## src/hw/rtl/erv3_pkg.sv

```systemverilog
// Package for the roll-pitch-yaw vector rotation core.
// Holds widths, the CORDIC arctangent table and its lookup function; no dependencies.
package erv3_pkg;

    localparam int SincosStagesDef = 16;
    localparam int FracBitsDef     = 16;
    localparam int VecW            = 32;
    localparam int AngW            = 16;
    localparam int PhW             = 33;   // CORDIC phase, 2^32 = 2*pi, plus sign
    localparam int AtanN           = 24;

    localparam logic [31:0] AtanTab [AtanN] = '{
        32'h20000000, 32'h12E4051E, 32'h09FB385B, 32'h051111D4, 32'h028B0D43,
        32'h0145D7E1, 32'h00A2F61E, 32'h00517C55, 32'h0028BE53, 32'h00145F2F,
        32'h000A2F98, 32'h000517CC, 32'h00028BE6, 32'h000145F3, 32'h0000A2FA,
        32'h0000517D, 32'h000028BE, 32'h0000145F, 32'h00000A30, 32'h00000518,
        32'h0000028C, 32'h00000146, 32'h000000A3, 32'h00000051
    };

    function automatic logic [31:0] atan_at(input int i);
        logic [31:0] v;
        v = '0;
        if (i < AtanN) begin
            v = AtanTab[i];
        end
        return v;
    endfunction

endpackage

```

## src/hw/rtl/erv3_sincos.sv

```systemverilog
// Pipelined rotation-mode CORDIC: one stage per register, sine and cosine.
// Depends on erv3_pkg.
module erv3_sincos #(
    parameter int SINCOS_STAGES = erv3_pkg::SincosStagesDef,
    parameter int FRAC_BITS     = erv3_pkg::FracBitsDef
) (
    input  logic                    i_clk,
    input  logic                    i_en,
    input  logic signed [erv3_pkg::AngW-1:0] i_ang,
    output logic signed [FRAC_BITS+2:0] o_sin,
    output logic signed [FRAC_BITS+2:0] o_cos
);
    import erv3_pkg::*;

    localparam int XW = FRAC_BITS + 3;
    localparam int KQ30 = 652032874;
    localparam longint XInit =
        ((longint'(KQ30) <<< 1) + (64'sd1 <<< (30 - FRAC_BITS))) >>> (31 - FRAC_BITS);
    localparam int N = SINCOS_STAGES;

    logic signed [XW-1:0]  r_x [N+1];
    logic signed [XW-1:0]  r_y [N+1];
    logic signed [PhW-1:0] r_a [N+1];
    logic                  r_ng [N+1];

    logic signed [PhW-1:0] n_a0;
    logic                  n_ng0;
    logic signed [PhW-1:0] w_a;

    always_comb begin
        w_a   = PhW'(i_ang) <<< 16;
        n_a0  = w_a;
        n_ng0 = 1'b0;
        if (w_a > (PhW'(1) <<< 30)) begin
            n_a0  = w_a - (PhW'(1) <<< 31);
            n_ng0 = 1'b1;
        end else if (w_a < -(PhW'(1) <<< 30)) begin
            n_a0  = w_a + (PhW'(1) <<< 31);
            n_ng0 = 1'b1;
        end
    end

    always_ff @(posedge i_clk) begin
        if (i_en) begin
            r_x[0]  <= XW'(XInit);
            r_y[0]  <= '0;
            r_a[0]  <= n_a0;
            r_ng[0] <= n_ng0;
        end
    end

    for (genvar g = 0; g < N; g++) begin : g_stage
        localparam logic signed [PhW-1:0] T = PhW'(atan_at(g));
        localparam int SH = (g < XW) ? g : XW - 1;
        always_ff @(posedge i_clk) begin
            if (i_en) begin
                r_ng[g+1] <= r_ng[g];
                if (r_a[g] >= 0) begin
                    r_x[g+1] <= r_x[g] - (r_y[g] >>> SH);
                    r_y[g+1] <= r_y[g] + (r_x[g] >>> SH);
                    r_a[g+1] <= r_a[g] - T;
                end else begin
                    r_x[g+1] <= r_x[g] + (r_y[g] >>> SH);
                    r_y[g+1] <= r_y[g] - (r_x[g] >>> SH);
                    r_a[g+1] <= r_a[g] + T;
                end
            end
        end
    end

    assign o_cos = r_ng[N] ? -r_x[N] : r_x[N];
    assign o_sin = r_ng[N] ? -r_y[N] : r_y[N];

endmodule

```

## config.mk

```make
export PLATFORM = sky130hd
export DESIGN_NAME = erv3_sincos
export DESIGN_NICKNAME = d
export VERILOG_FILES = /design/src/hw/rtl/erv3_pkg.sv /design/src/hw/rtl/erv3_sincos.sv
export SDC_FILE = /design/constraint.sdc
export NUM_CORES = 2
export LEC_CHECK = 0
export CORE_ASPECT_RATIO = 0.75
export CORE_MARGIN = 2
export CORE_UTILIZATION = 65
export DETAILED_ROUTE_END_ITERATION = 8
export DONT_BUFFER_PORTS = 1
export GPL_TIMING_DRIVEN = 0
export PLACE_DENSITY = 0.91
export SYNTH_ARGS = -nofsm -noshare
export SYNTH_HDL_FRONTEND = slang
export SYNTH_SLANG_ARGS = --single-unit
export TNS_END_PERCENT = 100
```

## constraint.sdc

```tcl
create_clock -name i_clk -period 11.7 [get_ports i_clk]
set_clock_uncertainty 0.15 [all_clocks]
set_input_delay 1.17 -clock i_clk [delete_from_list [all_inputs] [get_ports i_clk]]
set_output_delay 1.17 -clock i_clk [all_outputs]
set_load 0.01 [all_outputs]
```

; Word-level counts from Yosys, hierarchy flattened
; Memories as Yosys holds them, arrays and structs flattened.
; Index checks and enable logic that the tools add are counted.
[totals]
reg_bits = 0
ram_bits = 1224
out_inout_bits = 38
wordCells = 321
mem_count = 4
[memory_table]
columns = name, depth, width, rd, rd_ports_with_merged_regs, wr, line_no
row1 = r_a, 17, 33, 16, 0, 17, erv3_sincos.sv:23  ; logic signed [PhW-1:0] r_a [N+1];
row2 = r_x, 17, 19, 17, 0, 17, erv3_sincos.sv:21  ; logic signed [XW-1:0] r_x [N+1];
row3 = r_y, 17, 19, 17, 0, 17, erv3_sincos.sv:22  ; logic signed [XW-1:0] r_y [N+1];
row4 = r_ng, 17, 1, 17, 0, 17, erv3_sincos.sv:24  ; logic r_ng [N+1];
[op_classes]
add_sub_neg = 99
order_cmp = 18
n_mux = 152
bitwise_logic = 48
[op_table]
columns = op, n
row1 = $mux 19, 34
row2 = $mux 33, 18
row3 = $ge 33x1->1 const B, 16
row4 = $mux 1, 100
row5 = $or 1x1->1, 48
row6 = $add 19x10->19, 2
row7 = $add 19x11->19, 2
row8 = $add 19x12->19, 2
row9 = $add 19x13->19, 2
row10 = $add 19x14->19, 2
row11 = $add 19x15->19, 2
row12 = $add 19x16->19, 2
row13 = $add 19x17->19, 2
row14 = $add 19x18->19, 2
row15 = $add 19x4->19, 2
row16 = $add 19x5->19, 2
row17 = $add 19x6->19, 2
row18 = $add 19x7->19, 2
row19 = $add 19x8->19, 2
row20 = $add 19x9->19, 2
row21 = $neg 19->19, 2
row22 = $sub 19x10->19, 2
row23 = $sub 19x11->19, 2
row24 = $sub 19x12->19, 2
row25 = other kinds (50), 63

; Depth between registers and ports, before layout
; An unclocked memory read counts as a cell.
[logic_depth]
ltp_word = 6
ltp_mapped = 18
mapped_depth_nobuf = 16

; Worst setup path after synthesis
; No wires, ideal clock.
[synth_timing]
path_type = in2reg
from = in i_en
to = mem r_y[5][18] (netlist bit), data pin
setup_time_ns = 0.258
t_arrival_ns = 5.205
t_required_ns = 11.292
path_slack_ns = 6.087
cell_stages = 17
n_path_buf = 3
cell_sequence = buf_1 -> nand2_1 -> inv_1 -> clkbuf_1 -> buf_1 -> mux2i_1 -> fa_1 -> a21o_1 -> a21oi_1 -> nor2b_1 -> o21a_1 -> o41ai_2 -> o21ai_0 -> o41a_1 -> a41o_1 -> o21ba_2 -> xnor2_1
[synth_lines]
columns = element, line_no
row1 = start: declaration, erv3_sincos.sv:8  ; input logic i_en,
row2 = end: declaration, erv3_sincos.sv:22

==> impl_metrics.ini <==
[status]
status = finished clean

[routing]
antenna_left = 0
wire_per_inst_um = 19.4
drc = 0
firstDrtPassIters = 9
drtIter0Drc = 7217
vias_per_cell = 6.49
num_vias = 64449
wirelength_um = 193000

[die]
coreArea_um2 = 122000
dieArea_um2 = 126000
num_io_pins = 56
die-width_um = 410
placementRows = 111
die_h_um = 308
initial_core_util_pct = 65.5

[timing]
setup_viol = 0
relSlewSlack_pct = 2.12
fin_tns_setup_ns = 0
slew_violations = 0
hold_viol = 0
timing.final.crit_period_ns = 7.48
hold_slack_ns = 0.265
worstMarginPinSlew_ns = 1.47
fin_crit_sh_pct = 63.9
rsz0062_at_grt = no
fmax_ghz = 0.134

[synth]
synth.avg_cell_area_um2 = 9.91
yosysTopAreaCell = edfxtp_1
synth_edf_count = 1020
netlist_instances = 8091
synth_warnings = 0
synth.top_cell.area_share_pct = 38.2
synthFlopType = edfxtp_1
ys_seq_elements = 1020
ys_seq_area_share_pct = 38.2
async_flop_share_pct = 0
syn_area_um2 = 80200
yosysUniqueCellTypes = 84
synthTopCellsByArea = edfxtp_1, ha_1, xnor2_1, a21oi_1, xor2_1

[critical_path]
r2r_end = r_y[5][18]
rr_startpoint = r_a[4][32]
ff2ff_path_depth = 16
required_ns = 12.05
startpoint_type = input pin
rrSetupSlack_ns = 5.48
cp_max_fo = 38
path_class = input pin to register
cp.arrival_ns = 7.83
cp-end-kind = register

[global_route]
antenna_found_initial = 4
grt_usage_pct = 29.8
grt_max_degree = 71
grt_pass1_vias = 61563
grt_first_pass_wirelength_um = 311000
gr-total-overflow = 0

[final_layout]
drive_gt1_share_pct = 3.59
final_cells = 9937
synthToLayoutAreaGrowth_pct = 7.27
mostFrequentLayoutCells = edfxtp_1, ha_1, a21oi_1
final_nets = 9256
final_common_cell = edfxtp_1
fin_area_um2 = 86000

[clocking]
cts.path.max_buffers = 3
path_clk_slew_ns = 0.06
tritoncts.num_buffers = 107
h-tree-depth = 3
cts.sinks = 1020
post-cts-setup-buffers = 0
cts_tree = yes
cts_resized = 0
clkLatencyLatePin_ns = 0.76
ctsHoldBuffers = 0
root_buffer = clkbuf_16

[flow_run]
drv_cap = 0

[min_path]
min-delay-start = r_a[0][23]
hold_path_class = register to register
holdPathStages = 0
min_delay_worst_endpoint = r_a[1][23]

[place]
place_hpwl_um = 144000
postPlaceCellArea_um2 = 82400
io_buffer_count = 0
place_inst = 9734
gp_congestion = 0.956
state kept, by name, summed over array words and instances (netlist names):
| signal | count |
|---|---|
| r_y | 284 |
| r_ng | 17 |
| r_x | 281 |
| r_a | 438 |
cell type report:
| cell class | instances | area (um2) |
|---|---|---|
| Multi-Input combinational cell | 6566 | 47600 |
| Fill cell | 8222 | 36300 |
| Timing Repair Buffer | 4 | 95.1 |
| Clock buffer | 122 | 2760 |
| Clock inverter | 80 | 853 |
| Antenna cell | 1 | 2.50 |
| Inverter | 382 | 1430 |
| Tap cell | 1638 | 2050 |
| Buffer | 124 | 541 |
| Sequential cell | 1020 | 30600 |
cells by family after synthesis:
family / count (synthesis) / share of synthesized area [%]
XOR/XNOR: 1002 / 11.0
flip-flops: 1020 / 38.2
buffers and inverters: 506 / 2.38
AND/OR/NAND/NOR: 2204 / 13.1
AO/OA/AOI/OAI: 2277 / 18.2
multiplexers: 47 / 0.607
adder cells (fa/ha/maj): 1033 / 16.5
other: 2 / 0.00937
per-layer routing:
layer | vias to the layer above | share of wire (%) | track usage (%)
li1 | 30310 | - | -
met1 | 30526 | 42 | 41.1
met2 | 3156 | 45 | 48.1
met3 | 457 | 9.6 | 5.49
met4 | 0 | 2.7 | 8.70
met5 | - | 0 | 0
worst max-delay path by stage:
stage	start	endpoint	slack [ns]
global route	i_en	r_y[5][18]	4.07
floorplan	i_en	r_y[5][18]	6.09
finish	i_en	r_y[5][18]	4.22
CTS	i_en	r_y[5][18]	4.49
detailed placement	i_en	r_y[5][18]	3.72
global placement	i_en	r_y[5][18]	3.95
cells in the mapped netlist (131+ instances only):
cell      count
ha_1        990
o21ai_0     412
a21o_1      319
nor2_1      661
edfxtp_1   1020
inv_1       378
o21bai_1    131
a21oi_1     749
xnor2_1     682
nor3_1      226
nand3_1     180
xor2_1      319
nand2_1     503
worst max-delay path, stage by stage:
cell,delay [ns]
buf_1,0.85
nand2_1,0.73
inv_1,0.23
clkbuf_1,0.45
buf_1,1.04
mux2i_1,0.31
fa_1,0.50
a21o_1,0.17
a21oi_1,0.23
nor2b_1,0.08
o21a_1,0.20
o41ai_2,0.46
o21ai_0,0.32
o41a_1,0.39
a41o_1,0.28
o21ba_2,0.23
xnor2_1,0.13
per-stage QoR:
stage | worst slack, ns | utilization, %
global route | 4.07 | 70.3
floorplan | 6.09 | -
global placement | 3.95 | 67.2
finish | 4.22 | 70.3
CTS | 4.49 | 70.3
detailed placement | 3.72 | 67.3
Power is left out: the tool's default activity adds up to more than one toggle a clock period on the data nets, which glitch-free logic cannot reach.
